`src/sv/pcc_pkg.sv`:
```
// Shared types, constants and elaboration-time functions for the polar/cartesian converter.
// No dependencies; used by pcc_cell, pcc_scale and polar_cartesian_convert.
package pcc_pkg;

  localparam int FRAC_G  = 8;   // fraction bits of coordinates inside the CORDIC
  localparam int ANGLE_W = 16;  // binary angle width, 2^15 counts per pi
  localparam int ZW      = 33;  // angle accumulator, 2^16 units per count
  localparam int KW      = 21;  // gain constant width

  typedef struct packed {
    logic valid;
    logic kind;   // 0: cartesian to polar, 1: polar to cartesian
    logic zero;   // zero vector, kind 0 only
  } ctl_t;

  typedef enum logic {
    KIND_TO_POLAR = 1'b0,
    KIND_TO_CART  = 1'b1
  } kind_t;

  function automatic logic [31:0] atan_val(input logic [4:0] idx);
    logic [31:0] v;
    case (idx)
      5'd0:    v = 32'd536870912;
      5'd1:    v = 32'd316933406;
      5'd2:    v = 32'd167458907;
      5'd3:    v = 32'd85004756;
      5'd4:    v = 32'd42667331;
      5'd5:    v = 32'd21354465;
      5'd6:    v = 32'd10679838;
      5'd7:    v = 32'd5340245;
      5'd8:    v = 32'd2670163;
      5'd9:    v = 32'd1335087;
      5'd10:   v = 32'd667544;
      5'd11:   v = 32'd333772;
      5'd12:   v = 32'd166886;
      5'd13:   v = 32'd83443;
      5'd14:   v = 32'd41721;
      5'd15:   v = 32'd20861;
      5'd16:   v = 32'd10430;
      5'd17:   v = 32'd5215;
      5'd18:   v = 32'd2608;
      5'd19:   v = 32'd1304;
      5'd20:   v = 32'd652;
      5'd21:   v = 32'd326;
      5'd22:   v = 32'd163;
      5'd23:   v = 32'd81;
      default: v = 32'd0;
    endcase
    return v;
  endfunction

  // K = round(2^50 / isqrt(2^60 * prod(1 + 4^-i))), evaluated at elaboration
  function automatic logic [KW-1:0] gain_q20(input int n);
    logic [63:0] p;
    logic [63:0] v;
    logic [63:0] r;
    logic [63:0] b;
    logic [63:0] num;
    logic [63:0] q;
    logic [63:0] t;
    p = 64'd1 << 60;
    for (int i = 0; i < 24; i++) begin
      if (i < n) begin
        p = p + (p >> (2 * i));
      end
    end
    v = p;
    r = 64'd0;
    b = 64'd1 << 62;
    for (int i = 0; i < 32; i++) begin
      if (b > v) begin
        b = b >> 2;
      end
    end
    for (int i = 0; i < 32; i++) begin
      if (b != 64'd0) begin
        if (v >= r + b) begin
          v = v - (r + b);
          r = (r >> 1) + b;
        end else begin
          r = r >> 1;
        end
        b = b >> 2;
      end
    end
    num = (64'd1 << 50) + (r >> 1);
    q   = 64'd0;
    for (int i = 22; i >= 0; i--) begin
      t = q | (64'd1 << i);
      if (t * r <= num) begin
        q = t;
      end
    end
    return q[KW-1:0];
  endfunction

endpackage

```
`src/sv/pcc_scale.sv`:
```
// Gain compensation, rounding, saturation and the output register.
// Depends on pcc_pkg.
module pcc_scale
  import pcc_pkg::*;
#(
  parameter int COORD_WIDTH = 16,
  parameter int STEPS       = 16,
  parameter int DW          = 27
) (
  input  logic                          clk,
  input  logic                          rst_n,
  input  logic                          en,
  input  ctl_t                          ctl_i,
  input  logic signed [DW-1:0]          x_i,
  input  logic signed [DW-1:0]          y_i,
  input  logic signed [ZW-1:0]          z_i,
  output logic                          valid_o,
  output logic        [COORD_WIDTH-1:0] x_o,
  output logic        [COORD_WIDTH-1:0] y_o,
  output logic        [COORD_WIDTH-1:0] radius_o,
  output logic        [ANGLE_W-1:0]     angle_o
);

  localparam int               MW   = DW + KW;
  localparam int               PW   = MW - 28;
  localparam logic [KW-1:0]    K    = gain_q20(STEPS);
  localparam logic [PW-1:0]    LIM  = PW'((64'd1 << (COORD_WIDTH - 1)) - 64'd1);
  localparam logic [PW-1:0]    RMAX = PW'((64'd1 << COORD_WIDTH) - 64'd1);
  localparam logic [MW-1:0]    HALF = MW'(64'd1 << 27);

  ctl_t                   ctl_r;
  logic [MW-1:0]          px_r, py_r;
  logic                   sx_r, sy_r;
  logic [31:0]            z_r;
  logic [DW-1:0]          mx, my;
  logic [MW-1:0]          rx_sum, ry_sum;
  logic [PW-1:0]          rx, ry, cx, cy;
  logic [31:0]            a_sum;

  logic                   valid_r;
  logic [COORD_WIDTH-1:0] x_r, y_r, radius_r, x_nxt, y_nxt, radius_nxt;
  logic [ANGLE_W-1:0]     angle_r, angle_nxt;

  assign mx = x_i[DW-1] ? DW'(-x_i) : DW'(x_i);
  assign my = y_i[DW-1] ? DW'(-y_i) : DW'(y_i);

  always_ff @(posedge clk) begin
    if (!rst_n) begin
      ctl_r <= '0;
    end else if (en) begin
      ctl_r <= ctl_i;
    end
  end

  always_ff @(posedge clk) begin
    if (en) begin
      px_r <= MW'(mx) * MW'(K);
      py_r <= MW'(my) * MW'(K);
      sx_r <= x_i[DW-1];
      sy_r <= y_i[DW-1];
      z_r  <= z_i[31:0];
    end
  end

  // round half away from zero on the magnitude, then restore the sign
  assign rx_sum = px_r + HALF;
  assign ry_sum = py_r + HALF;
  assign rx     = rx_sum[MW-1:28];
  assign ry     = ry_sum[MW-1:28];
  assign cx     = (rx > LIM) ? LIM : rx;
  assign cy     = (ry > LIM) ? LIM : ry;
  assign a_sum  = z_r + 32'h0000_8000;

  always_comb begin
    x_nxt      = '0;
    y_nxt      = '0;
    radius_nxt = '0;
    angle_nxt  = '0;
    if (ctl_r.kind == KIND_TO_CART) begin
      x_nxt = sx_r ? COORD_WIDTH'(-cx) : cx[COORD_WIDTH-1:0];
      y_nxt = sy_r ? COORD_WIDTH'(-cy) : cy[COORD_WIDTH-1:0];
    end else if (!ctl_r.zero) begin
      radius_nxt = sx_r ? '0 : ((rx > RMAX) ? RMAX[COORD_WIDTH-1:0] : rx[COORD_WIDTH-1:0]);
      angle_nxt  = a_sum[31:16];
    end
  end

  always_ff @(posedge clk) begin
    if (!rst_n) begin
      valid_r <= 1'b0;
    end else if (en) begin
      valid_r <= ctl_r.valid;
    end
  end

  always_ff @(posedge clk) begin
    if (en) begin
      x_r      <= x_nxt;
      y_r      <= y_nxt;
      radius_r <= radius_nxt;
      angle_r  <= angle_nxt;
    end
  end

  assign valid_o  = valid_r;
  assign x_o      = x_r;
  assign y_o      = y_r;
  assign radius_o = radius_r;
  assign angle_o  = angle_r;

endmodule

```
`config.mk`:
```
export PLATFORM = sky130hd
export DESIGN_NAME = pcc_scale
export DESIGN_NICKNAME = d
export VERILOG_FILES = /design/src/sv/pcc_pkg.sv /design/src/sv/pcc_scale.sv
export SDC_FILE = /design/constraint.sdc
export NUM_CORES = 2
export LEC_CHECK = 0
export BUFFER_PORTS_ARGS = -buffer_cell sky130_fd_sc_hd__buf_4
export CAP_MARGIN = 25
export CORE_MARGIN = 2
export CORE_UTILIZATION = 36
export CTS_CLUSTER_SIZE = 30
export DETAILED_ROUTE_END_ITERATION = 10
export PLACE_DENSITY = 0.52
export SYNTH_ARGS = -nofsm -noshare
export SYNTH_HDL_FRONTEND = slang
export SYNTH_SLANG_ARGS = --single-unit
```
`constraint.sdc`:
```
create_clock -name clk -period 9.65 [get_ports clk]
set_input_delay 0 -clock clk [delete_from_list [all_inputs] [get_ports clk]]
set_output_delay 0 -clock clk [all_outputs]
set_load 0.05 [all_outputs]
```
==> results.py <==
metrics = {
    "outcome": {
        "run_status": "finished clean",
    },
    "global_route": {
        "grt_pass1_vias": 19900,
        "use_met1_pct": 22.8,
        "antenna_found_initial": 1,
        "grt-ovfl-total": 0,
        "grt_max_degree": 73,
        "met3_usage_pct": 1.71,
        "grtUsageTotal_pct": 17.3,
        "use_met2_pct": 30.9,
        "grt_pass1_wl_um": 106000,
        "grt-busiest-layer": "met2",
    },
    "setup_path": {
        "path_buf_inv": 5,
        "critPathCaptureType": "flip-flop",
        "slowest_delay_ps": 590,
        "critPathKind": "input port to flip-flop",
        "critical-path-top-delay-family": "adder cells",
        "path_max_fanout": 9,
        "cpMostUsedCell": "fa_1",
        "cpMaxStageDelayCell": "fa_1",
        "crit_path_start_kind": "input port",
        "worstPathRequired_ps": 9820,
        "worstPathArrival_ps": 8800,
    },
    "floorplanning": {
        "die_w_um": 279,
        "start_util_pct": 36.5,
        "pin_count": 158,
        "die_h_um": 279,
        "design.core.area_um2": 74600,
        "die_area_um2": 77700,
        "row_count": 100,
    },
    "logic_synthesis": {
        "synth_compound_area_share_pct": 6.36,
        "syn_area_per_cell_um2": 10.3,
        "synth_top_area_share_pct": 36.5,
        "yosysSeqAreaShare_pct": 13.9,
        "synth_area_um2": 27200,
        "synth_xor_area_share_pct": 5.71,
        "synth_seq_cells": 127,
        "syn_inst": 2639,
        "synth-edff-count": 123,
        "synth_cell_types": 79,
        "muxShareOfSynthArea_pct": 0.635,
        "synth_top_family_by_area": "adder cells",
        "synthFlopType": "edfxtp_1",
        "synth.largest_area_cell": "fa_1",
        "yosysWarnings": 0,
        "syn-num-nets": 3643,
        "synth_fa_ha_area_share_pct": 55.6,
        "synth-simple-area-share_pct": 7.16,
        "async_flop_share_pct": 0,
        "synth_area_leaders": "fa_1 37%, ha_1 19%, edfxtp_1 14%",
    },
    "clock_tree": {
        "cts_made_buffers": 17,
        "cts-root-buf": "clkbuf_16",
        "cts_num_sinks": 127,
        "clock_path_buffers": 2,
        "cts_tree": "built",
        "cts_resized": 0,
        "insertion_delay_ps": 420,
        "clkSlewWorstSetupHoldPaths_ps": 60,
        "htreeDepth": 4,
    },
    "routing": {
        "vias": 18200,
        "drt-vias-per-instance": 4.78,
        "ant_nets": 0,
        "routedWlPerCell_um": 17.1,
        "routed_wl_um": 65300,
        "route.detailed.drc": 0,
        "dr.first_iter.drc_count": 868,
        "drt_first_pass_iters": 5,
    },
    "sta": {
        "layout_min_cycle_time_ps": 8620,
        "fin_setup_tns_ps": 0,
        "max_slew_margin_pct": 29.6,
        "final_max_slew_viol_count": 0,
        "rsz0062_at_grt": "no",
        "hold_viol": 0,
        "fmax_mhz": 116,
        "fin_skew_ps": 10.4,
        "worst_pin_slew_ps": 1050,
        "timing.final.ws_setup_ps": 1030,
        "hold-worst-slack_ps": 24.7,
        "setup_viol": 0,
        "post-route-period-util_pct": 89.4,
    },
    "place": {
        "port_buffers": 141,
        "place_congestion": 0.911,
        "placed_cells_incl_taps": 3754,
        "pre_cts_ws_ps": 538,
        "hpwlAfterDp_um": 57500,
    },
    "min_path": {
        "hold_path.class": "input port to flip-flop",
    },
    "finish": {
        "finalNonFillerCells": 3809,
        "nets": 3831,
        "diodes": 0,
        "fillCellCount": 7325,
        "drive_gt1_share_pct": 8.84,
        "areaGrowthSynthToFinish_pct": 12.0,
    },
    "flow_run": {
        "drv_cap": 0,
    },
}
-- routing by layer --
layer	up-vias	part of all wire, %
met5	-	0
met1	9188	44
met3	67	2.9
met2	271	51
met4	0	2.0
li1	8696	-
-- final timing paths --
path                                from  endpoint  slack [ps]  cells past startpoint
worst max-delay path              y_i[7]  py_r[45]        1030                     28
worst min-delay path             y_i[26]      sy_r          20                      1
worst max register to register  py_r[30]   y_o[14]        5700                     16
worst min register to register   valid_o   valid_o         530                      2
-- worst reg2reg max path, stage by stage, from the launching register on --
cell	delay, ps
edfxtp_1	460
and4_1	370
nand4_1	200
nor3_1	250
mux2_2	380
nor4_4	130
buf_4	310
inv_1	110
nor2_1	160
ha_1	180
nand3_1	100
and3b_1	290
and3_1	280
nand4_1	140
mux2i_1	150
a21oi_1	150
nor2b_1	50
-- stage by stage --
step	cell area (um2)	util, %
after floorplan	27200	-
after CTS	30400	40.8
final	30400	40.8
after global routing	30400	40.8
after global placement	29600	39.7
after detailed placement	29600	39.7
-- placed cells by master (no fill, tap or decap), types with 9 or more instances in the layout --
cell and instances:
o21ai_0 46, o31a_1 10, a21o_1 23, o21a_1 11, inv_1 729, ha_1 415, nand4_1 24, clkbuf_16 17
fa_1 496, edfxtp_1 123, and3_1 12, xor2_1 83, nand2_1 82, dlygate4sd3_1 22, nor2b_1 27, nor2_1 82
nor3_1 21, and2_1 21, buf_4 180, xnor2_1 77, nand3_1 45, mux2i_1 15, or3_1 9, a21oi_1 111
-- Yosys cell counts, types with 15 or more instances --
library cell and n:
nand3_1 45, mux2i_1 15, edfxtp_1 123, a21oi_1 111, fa_1 496, nor3_1 21, nand4_1 24, clkbuf_1 31
and2_1 21, xor2_1 83, nor2_1 82, xnor2_1 78, a21o_1 23, nand2_1 82, nor2b_1 27, ha_1 415
o21ai_0 46, inv_1 729
-- kinds of logic after synthesis --
| kind of cell | after synthesis |
|---|---|
| muxes | 17 |
| buffers and inverters | 770 |
| AOI/OAI and AO/OA | 272 |
| DFF | 127 |
| xor gates and xnor gates | 169 |
| and+or+nand+nor | 373 |
| adders and majority gates | 911 |
-- state kept, by name, indices dropped and copies added, names as in the netlist --
name,count
y_o,16
sx_r,1
sy_r,1
angle_o,16
py_r,20
ctl_r,3
px_r,20
valid_o,1
x_o,16
radius_o,16
z_r,17
-- layout make-up --
cell class	count	area [um2]	share of cell area [%]
tap	969	1210	3.98
timing repair buffer	202	1570	5.16
multi-input combinational	1742	20500	67.4
clock buffer	18	429	1.41
clock inverter	14	159	0.522
inverter	737	2770	9.10
sequential	127	3770	12.4
-- timing repair --
item / CTS / global route
hold endpoints to repair: 22 / 0
setup buffers: 0 / 0
hold buffers: 22 / 0
Power is left out: the tool's default activity adds up to more than one toggle a clock period on the data nets, which glitch-free logic cannot reach.
