File: src/sv/pcc_pkg.sv
// Shared types, constants and elaboration-time functions for the polar/cartesian converter.
// No dependencies; used by pcc_cell, pcc_scale and polar_cartesian_convert.
package pcc_pkg;

  localparam int FRAC_G  = 8;   // fraction bits of coordinates inside the CORDIC
  localparam int ANGLE_W = 16;  // binary angle width, 2^15 counts per pi
  localparam int ZW      = 33;  // angle accumulator, 2^16 units per count
  localparam int KW      = 21;  // gain constant width

  typedef struct packed {
    logic valid;
    logic kind;   // 0: cartesian to polar, 1: polar to cartesian
    logic zero;   // zero vector, kind 0 only
  } ctl_t;

  typedef enum logic {
    KIND_TO_POLAR = 1'b0,
    KIND_TO_CART  = 1'b1
  } kind_t;

  function automatic logic [31:0] atan_val(input logic [4:0] idx);
    logic [31:0] v;
    case (idx)
      5'd0:    v = 32'd536870912;
      5'd1:    v = 32'd316933406;
      5'd2:    v = 32'd167458907;
      5'd3:    v = 32'd85004756;
      5'd4:    v = 32'd42667331;
      5'd5:    v = 32'd21354465;
      5'd6:    v = 32'd10679838;
      5'd7:    v = 32'd5340245;
      5'd8:    v = 32'd2670163;
      5'd9:    v = 32'd1335087;
      5'd10:   v = 32'd667544;
      5'd11:   v = 32'd333772;
      5'd12:   v = 32'd166886;
      5'd13:   v = 32'd83443;
      5'd14:   v = 32'd41721;
      5'd15:   v = 32'd20861;
      5'd16:   v = 32'd10430;
      5'd17:   v = 32'd5215;
      5'd18:   v = 32'd2608;
      5'd19:   v = 32'd1304;
      5'd20:   v = 32'd652;
      5'd21:   v = 32'd326;
      5'd22:   v = 32'd163;
      5'd23:   v = 32'd81;
      default: v = 32'd0;
    endcase
    return v;
  endfunction

  // K = round(2^50 / isqrt(2^60 * prod(1 + 4^-i))), evaluated at elaboration
  function automatic logic [KW-1:0] gain_q20(input int n);
    logic [63:0] p;
    logic [63:0] v;
    logic [63:0] r;
    logic [63:0] b;
    logic [63:0] num;
    logic [63:0] q;
    logic [63:0] t;
    p = 64'd1 << 60;
    for (int i = 0; i < 24; i++) begin
      if (i < n) begin
        p = p + (p >> (2 * i));
      end
    end
    v = p;
    r = 64'd0;
    b = 64'd1 << 62;
    for (int i = 0; i < 32; i++) begin
      if (b > v) begin
        b = b >> 2;
      end
    end
    for (int i = 0; i < 32; i++) begin
      if (b != 64'd0) begin
        if (v >= r + b) begin
          v = v - (r + b);
          r = (r >> 1) + b;
        end else begin
          r = r >> 1;
        end
        b = b >> 2;
      end
    end
    num = (64'd1 << 50) + (r >> 1);
    q   = 64'd0;
    for (int i = 22; i >= 0; i--) begin
      t = q | (64'd1 << i);
      if (t * r <= num) begin
        q = t;
      end
    end
    return q[KW-1:0];
  endfunction

endpackage

File: src/sv/pcc_cell.sv
// One CORDIC micro-rotation stage with its pipeline register.
// Depends on pcc_pkg.
module pcc_cell
  import pcc_pkg::*;
#(
  parameter int IDX = 0,
  parameter int DW  = 27
) (
  input  logic                 clk,
  input  logic                 rst_n,
  input  logic                 en,
  input  ctl_t                 ctl_i,
  input  logic signed [DW-1:0] x_i,
  input  logic signed [DW-1:0] y_i,
  input  logic signed [ZW-1:0] z_i,
  output ctl_t                 ctl_o,
  output logic signed [DW-1:0] x_o,
  output logic signed [DW-1:0] y_o,
  output logic signed [ZW-1:0] z_o
);

  localparam logic [31:0] ATAN = atan_val(5'(IDX));

  ctl_t                 ctl_r;
  logic signed [DW-1:0] x_r, y_r, x_nxt, y_nxt, xs, ys;
  logic signed [ZW-1:0] z_r, z_nxt, za;
  logic                 sub;

  // vectoring steers on the sign of y, rotation on the sign of z
  assign sub = (ctl_i.kind == KIND_TO_CART) ? ~z_i[ZW-1] : y_i[DW-1];
  assign xs  = x_i >>> IDX;
  assign ys  = y_i >>> IDX;
  assign za  = ZW'(signed'({1'b0, ATAN}));

  always_comb begin
    if (sub) begin
      x_nxt = x_i - ys;
      y_nxt = y_i + xs;
      z_nxt = z_i - za;
    end else begin
      x_nxt = x_i + ys;
      y_nxt = y_i - xs;
      z_nxt = z_i + za;
    end
  end

  always_ff @(posedge clk) begin
    if (!rst_n) begin
      ctl_r <= '0;
    end else if (en) begin
      ctl_r <= ctl_i;
    end
  end

  always_ff @(posedge clk) begin
    if (en) begin
      x_r <= x_nxt;
      y_r <= y_nxt;
      z_r <= z_nxt;
    end
  end

  assign ctl_o = ctl_r;
  assign x_o   = x_r;
  assign y_o   = y_r;
  assign z_o   = z_r;

endmodule

File: config.mk
export PLATFORM = sky130hd
export DESIGN_NAME = pcc_cell
export DESIGN_NICKNAME = d
export VERILOG_FILES = /design/src/sv/pcc_pkg.sv /design/src/sv/pcc_cell.sv
export SDC_FILE = /design/constraint.sdc
export NUM_CORES = 1
export LEC_CHECK = 0
export BUFFER_PORTS_ARGS = -buffer_cell sky130_fd_sc_hd__buf_2
export CAP_MARGIN = 10
export CORE_ASPECT_RATIO = 0.6
export CORE_MARGIN = 1.5
export CORE_UTILIZATION = 59
export DETAILED_ROUTE_END_ITERATION = 10
export HOLD_SLACK_MARGIN = 0.02
export PLACE_DENSITY = 0.87
export SYNTH_ARGS = -nofsm -noshare
export SYNTH_HDL_FRONTEND = slang
export SYNTH_SLANG_ARGS = --single-unit
File: constraint.sdc
create_clock -name clk -period 5.1 [get_ports clk]
set_input_delay 0.765 -clock clk [delete_from_list [all_inputs] [get_ports clk]]
set_output_delay 0.765 -clock clk [all_outputs]
set_load 0.005 [all_outputs]
==> run summary, run 1 <==
The flow ran to the end, and the final reports show no timing, DRC or antenna violations. The most used flip-flop cell after synthesis is sky130_fd_sc_hd__edfxtp_1. The internal cell power is 1.66 mW.

The worst hold path was traced through 2 stages. Before antenna repair, the detailed router went through 6 iterations. The number of buffers created by CTS is 9. The critical register-to-register path startpoint is ctl_o[0].

The smallest clock period supported by the final layout is computed as 3.55 ns. The floorplan step defined a die boundary enclosing 13100 sq um. For the worst-skew pair, the clock arrives at the later sink with an insertion delay of 0.32 ns. The root buffer cell chosen for the clock tree is sky130_fd_sc_hd__clkbuf_16.

The clock sink count came out at 89. In the routed design, unresolved DRC markers number 0. The H-tree depth came out at 3. For hold timing, the worst endpoint is ctl_o[2].

The TritonCTS clock tree is built. The fill cell total of the finished layout came out at 911. The accumulated negative setup slack is 0 ns. The final antenna diode count came out at 0.

The overflow left after global routing is 0. Setup repair after global routing left no endpoint under its margin. Counting along the longest clock path gives a buffer depth of 2. The standard-cell row count came out at 31. 183 I/O pins were placed.

Of the total power, the share spent switching nets is 0.335. For the pin with the worst max-slew slack, the measured transition is 1.10 ns. The worst pin sits at a relative slew slack of 0.268. The net switching power of the design is 837 uW. The area share of the largest cell type after synthesis is 0.353. The quantity of gates resized following cts is 0. The largest total area in the synthesized netlist belongs to sky130_fd_sc_hd__edfxtp_1. The mean post-synth cell area is 9.30 sq um. The post-CTS setup buffer count is 0. Measured in cells, the most critical reg-to-reg path has a length of 2. The initial core utilization came out at 0.607. The worst reg2reg path endpoint is ctl_o[0]. The startpoint identified for the worst hold timing path is ctl_o[2]. The number of hold buffers added after CTS came out at 0. The die width came out at 147 um.

The cell count after synthesis is 787. During synthesis, Yosys emitted a total of 0 warnings. The final max-slew violation count is 0. The layout overhead on the synthesized area is 17.6%. Summed over all cells, the static leakage comes to 3.85 nW. The reported max-cap violation count is 0. The total number of nets in the final design is 1123. The part of the Yosys area used for sequential elements is 0.361. The worst setup path is of the input pin to flip-flop kind. The number of nets handed over by synthesis was 964.

The worst IR drop on VDD is 0.000161 V. The proportion of layout cells with a drive suffix above 1 is 0.236. Data on the critical path is required at its endpoint by 5.14 ns.

The count of input and output buffers is 182. The type of the worst min-delay path is flip-flop to flip-flop. The detailed-route via count is 6778. The count of nets left with antenna violations after detail routing is 0.

The final RePlAce weighted congestion came out at 1.03. The total half-perimeter wirelength after legalization and detailed placement is 17.4 mm. The die is 89.3 um tall. Entering global routing, the biggest net connects 90 pins. The endpoint arrival time on the critical path came out at 3.59 ns. The clock network fraction of total power came out at 0.275.

The setup slack on the worst flop-to-flop path came out at 4.47 ns. The count of flip-flops with a built-in enable after synthesis is 86. In this run, the number of DRC markers left after iteration 0 of detailed routing was 887. The highest fanout seen on the critical path is 11. Of the total power, registers draw 0.388. The minimum hold slack is 0.533 ns. The proportion of register bits with asynchronous set or reset after synthesis came out at 0. For this design the ratio of total power to cell area is 290 nW/um^2. The floorplan core area came out at 12100 sq um. In this run, distinct cell masters in the synthesized netlist total 69. The routed wirelength normalized by instance count came out at 19.5 um. Clock skew on the completed layout was measured at 0 ns. The overall fraction of global-route tracks in use is 0.330. The most frequent cell after synthesis is sky130_fd_sc_hd__edfxtp_1. By count the netlist is led by 86 x sky130_fd_sc_hd__edfxtp_1, 80 x sky130_fd_sc_hd__ha_1, 80 x sky130_fd_sc_hd__inv_1, 79 x sky130_fd_sc_hd__a21oi_1, 58 x sky130_fd_sc_hd__nor2_1. The area of the mapped netlist came out at 7320 sq um. The via count of the first global-routing pass is 5887.

By area the synthesized netlist is led by sky130_fd_sc_hd__edfxtp_1 35%, sky130_fd_sc_hd__ha_1 14%, sky130_fd_sc_hd__a21oi_1 5.4%, sky130_fd_sc_hd__xnor2_1 5.3%, sky130_fd_sc_hd__inv_1 4.1%. The sum of routed wire length over all layers is 21.8 mm. Setup violations remaining at the end of the flow were counted as 0. The worst setup path is launched from an input pin. The number of vias per cell is 6.07. The final hold violation count is 0. The number of storage elements in the synthesis netlist came out at 89. The highest achievable clock rate is 282 MHz.

The CTS clock-pin slew for the worst setup and hold paths came out at 0.07 ns. The number of antenna violations at the first check in global routing was 0. The first-pass GRT wire length came out at 32.9 mm. The fraction of power consumed by combinational cells came out at 0.337. The type of element capturing the critical path is a flip-flop. The fraction of the cycle the final worst path needs came out at 0.697.
sequential cells by signal, summed over array words and instances (netlist names):
name	cells
ctl_o	3
z_o	33
y_o	27
x_o	26
cells by family after synthesis:
family / share of synthesized area
flip-flops: 0.361
AO/OA/AOI/OAI: 0.237
AND/OR/NAND/NOR: 0.113
buffers and inverters: 0.0651
XOR/XNOR: 0.0646
multiplexers: 0.0109
adder cells (fa/ha/maj): 0.148
layout by cell type (no fill, tap or decap), drive strengths merged, types with 14 or more instances in the layout:
cell type and count:
inv 86, nor2 58, xnor2 44, nand2b 14
edfxtp 86, buf 184, ha 80, o21bai 20
nand2 40, o21ai 62, a21oi 79, o211ai 17
a21o 17
per-layer routing:
layer,vias to the layer above,GRT usage,share of wire
met1,3122,0.517,0.46
met2,497,0.418,0.36
met4,0,0.0422,0.0058
li1,3140,-,-
met3,19,0.138,0.18
met5,-,0,0
worst max-delay path by stage:
| stage | startpoint | end | slack [ns] |
|---|---|---|---|
| global route | x_i[19] | y_o[26] | 1.48 |
| detailed placement | x_i[17] | y_o[26] | 1.40 |
| finish | x_i[2] | x_o[19] | 1.55 |
| CTS | x_i[3] | y_o[19] | 1.75 |
| floorplan | x_i[0] | y_o[26] | 2.06 |
| global placement | x_i[19] | y_o[26] | 1.42 |
area by class of cell:
class | count | area (sq um) | share of cell area
clock buffers | 9 | 225 | 0.0262
clock inverters | 7 | 95.1 | 0.0110
inverters | 83 | 312 | 0.0362
multi-input cells | 579 | 4200 | 0.488
flip-flops and latches | 89 | 2640 | 0.307
well taps | 165 | 206 | 0.0240
repair buffers | 184 | 928 | 0.108
worst max-delay path: stages:
cell and delay [ns]:
sky130_fd_sc_hd__buf_2 0.11, sky130_fd_sc_hd__inv_1 0.05, sky130_fd_sc_hd__ha_1 0.45, sky130_fd_sc_hd__a21o_2 0.26
sky130_fd_sc_hd__a221o_1 0.39, sky130_fd_sc_hd__a21oi_1 0.41, sky130_fd_sc_hd__o21bai_1 0.25, sky130_fd_sc_hd__a221oi_1 0.44
sky130_fd_sc_hd__o211ai_1 0.14, sky130_fd_sc_hd__o21ai_1 0.16, sky130_fd_sc_hd__xnor2_1 0.16
power groups by stage:
| stage | clock network [mW] | registers (mW) | logic (mW) |
|---|---|---|---|
| 2_1_floorplan | 0 | 0.995 | 0.470 |
| 3_3_place_gp | 0 | 0.979 | 0.794 |
| 3_5_place_dp | 0 | 0.984 | 0.805 |
| 4_1_cts | 0.697 | 0.968 | 0.811 |
| 5_1_grt | 0.726 | 0.978 | 0.905 |
| 6_report | 0.686 | 0.968 | 0.841 |
stage by stage:
step	total power, mW	instances	setup slack, ns	instance area, sq um	utilization
final	2.50	1116	1.55	8610	0.714
after global routing	2.61	1116	1.48	8610	0.714
after CTS	2.48	1116	1.75	8610	0.714
after detailed placement	1.79	1100	1.40	8290	0.687
after global placement	1.77	1100	1.42	8290	0.687
after floorplan	1.46	787	2.06	7320	-
Note: power is estimated with default switching activity, not from simulation.
==> run 2: changes to the inputs <==
--- a/config.mk
+++ b/config.mk
@@ -9,10 +9,10 @@
 export CAP_MARGIN = 10
 export CORE_ASPECT_RATIO = 0.6
 export CORE_MARGIN = 1.5
-export CORE_UTILIZATION = 59
+export CORE_UTILIZATION = 50
 export DETAILED_ROUTE_END_ITERATION = 10
 export HOLD_SLACK_MARGIN = 0.02
-export PLACE_DENSITY = 0.87
+export PLACE_DENSITY = 0.79
 export SYNTH_ARGS = -nofsm -noshare
 export SYNTH_HDL_FRONTEND = slang
 export SYNTH_SLANG_ARGS = --single-unit
==> constraint.sdc (replaced) <==
create_clock -name clk -period 3 [get_ports clk]
set_input_delay 0.45 -clock clk [delete_from_list [all_inputs] [get_ports clk]]
set_output_delay 0.45 -clock clk [all_outputs]
set_load 0.005 [all_outputs]
==> run 2 against run 1 <==
  * Critical endpoint is now y_o[15]
  * Via count grew 2.3%
  * First-iteration DRC count grew 5.6%
  * Clock power grew 60%
  * Worst setup slack lost 1.4 ns
  * Final area grew 7.2%
  * Hold slack lost 0.24 ns
==> run summary, run 2 (synthesis results as in run 1) <==
The total of endpoints with negative setup slack in the final report came out at 0. The clock sink count came out at 89. The longest clock path from root to sink contains 2 buffers. Compared with the post-synthesis result, the final layout area differs by 26.0%. The initial core utilization came out at 0.509. The path class of the tightest hold or removal check is input pin to flip-flop. For the worst-skew pair, the clock arrives at the later sink with an insertion delay of 0.33 ns. The minimum hold slack came out at 0.288 ns. TritonCTS built the clock tree. The standard-cell row count came out at 34. The endpoint arrival time on the critical path came out at 2.94 ns. The H-tree was split into 3 levels. The leakage dissipation came out at 4.21 nW. The number of vias per cell came out at 5.67. STA classifies the critical path endpoint as a flip-flop.

The floorplan die height is 96.7 um. The final standard cell utilization of the core came out at 0.641. The total half-perimeter wirelength after legalization and detailed placement is 18.8 mm.

The worst IR drop on VDD is 0.000296 V. The starting DRC count in detailed routing came out at 937. The endpoint required time on the critical path is 3.07 ns. The layout has 1279 filler cells. In this design, the largest share of critical-path delay is due to compound AO/OA/AOI/OAI gates. The overflow left after global routing is 0. The library cell contributing the largest single delay on the critical path is sky130_fd_sc_hd__a21boi_0. The number of hold buffers added after CTS is 0.

The die area is 15400 sq um. The number of placed instances, taps included, is 1207. The proportion of layout cells with a drive suffix above 1 came out at 0.292. The highest achievable clock rate came out at 348 MHz. The routed wirelength normalized by instance count is 18.4 um. The detailed-route via count is 6932. The number of buffers and inverters on the critical path is 2.

The fraction of the cycle the final worst path needs came out at 0.958. In the layout the commonest cells are 181 x sky130_fd_sc_hd__buf_2, 86 x sky130_fd_sc_hd__edfxtp_1, 80 x sky130_fd_sc_hd__inv_1, 80 x sky130_fd_sc_hd__ha_1, 79 x sky130_fd_sc_hd__a21oi_1. The final antenna diode count is 0. The via count of the first global-routing pass came to 6285. The overall fraction of global-route tracks in use came out at 0.296.

The number of antenna violations at the first check in global routing is 0. The final RePlAce weighted congestion is 0.993. The count of nets left with antenna violations after detail routing is 0. For the pin with the worst max-slew slack, the measured transition is 0.625 ns. The count of input and output buffers came out at 182. The highest fanout seen on the critical path came out at 11. Clock tree synthesis selected as its root buffer the cell sky130_fd_sc_hd__clkbuf_16. The maximum number of pins on one net before global-route repair came out at 65. The sum of routed wire length over all layers is 22.6 mm.

The total number of nets in the final design is 1197. The final hold violation count came out at 0. The flow ran to the end, and the final reports show no timing, DRC or antenna violations.

Measured against its own limit, the worst slew margin works out to 0.581. Leaving out fill and tap cells, the most frequent cell in the layout is sky130_fd_sc_hd__buf_2. The final max-slew violation count came out at 0.

The critical path in this run is classified as input pin to flip-flop. Power spread over the standard cell area amounts to 466 nW/um^2. The setup clock skew after layout is 0 ns. The flip-flop count of the largest register after layout is 33. The number of buffers created by CTS is 9.

Traced cell by cell, the critical path runs through buf_2 > inv_1 > ha_1 > a21o_2 > a221o_1 > a21oi_1 > o221ai_1 > a21boi_0 > o211ai_1 > o21ai_0 > xnor2_1. After floorplanning, the core was sized to cover 14400 sq um. In the routed design, unresolved DRC markers number 0. The reported max-cap violation count is 0. The clock period could shrink to 2.88 ns. The finished layout holds 1223 standard cells, fillers aside.

The floorplan step set the die width to 159 um. The first-pass GRT wire length came out at 35.6 mm. STA classifies the critical path startpoint as an input pin.

After layout, the design draws a total of 4.30 mW. In this run the count of I/O pins placed on the die edge is 183. Clock-pin slew was measured on the worst setup and hold paths at 0.06 ns. The delay of the slowest critical-path stage is 0.45 ns.

After routing, the total negative slack on setup checks comes to 0 ns. The iteration count of the initial detailed-routing pass came out at 6.
[run 2: worst register-to-register path: stages, from the launching register on]
cell and delay (ns):
sky130_fd_sc_hd__dfxtp_1 0.31, sky130_fd_sc_hd__mux2i_1 0.13, sky130_fd_sc_hd__nor2b_1 0.07
[run 2: final timing paths]
check / startpoint / slack [ns] / cells after the start / to
worst max-delay path: x_i[2] / 0.12 / 11 / y_o[15]
worst min-delay path: z_i[25] / 0.29 / 1 / z_o[25]
worst max register to register: ctl_o[2] / 2.38 / 2 / ctl_o[2]
worst min register to register: ctl_o[1] / 0.53 / 2 / ctl_o[1]
[run 2: through the flow]
stage	area (sq um)	setup WS [ns]
2_1_floorplan	7320	0.272
3_3_place_gp	8910	-0.177
3_5_place_dp	8910	-0.214
4_1_cts	9200	0.106
5_1_grt	9220	-0.0100
6_report	9220	0.125
[run 2: area by class of cell]
class / instances / area (sq um) / share of cell area
Timing Repair Buffer: 258 / 1510 / 0.164
Clock inverter: 7 / 68.8 / 0.00746
Tap cell: 198 / 248 / 0.0269
Sequential cell: 89 / 2640 / 0.286
Multi-Input combinational cell: 579 / 4220 / 0.457
Inverter: 83 / 312 / 0.0338
Clock buffer: 9 / 225 / 0.0244
[run 2: power breakdown]
part	total [mW]	internal (mW)	switching [mW]
Clock	1.10	0.645	0.450
Combinational	1.56	0.667	0.895
Sequential	1.64	1.60	0.0473
Total	4.30	2.91	1.39
[run 2: repair_timing]
| item | in CTS | in global routing |
|---|---|---|
| gates resized for setup | 0 | 3 |
| endpoints found under the setup margin | 0 | 4 |
| setup buffers | 0 | 0 |
[run 2: layer usage]
| metal | global-route usage | vias up | part of all wire |
|---|---|---|---|
| met1 | 0.501 | 3187 | 0.50 |
| met3 | 0.100 | 16 | 0.14 |
| met5 | 0 | - | 0 |
| met2 | 0.348 | 443 | 0.35 |
| li1 | - | 3286 | - |
| met4 | 0.0435 | 0 | 0.0063 |
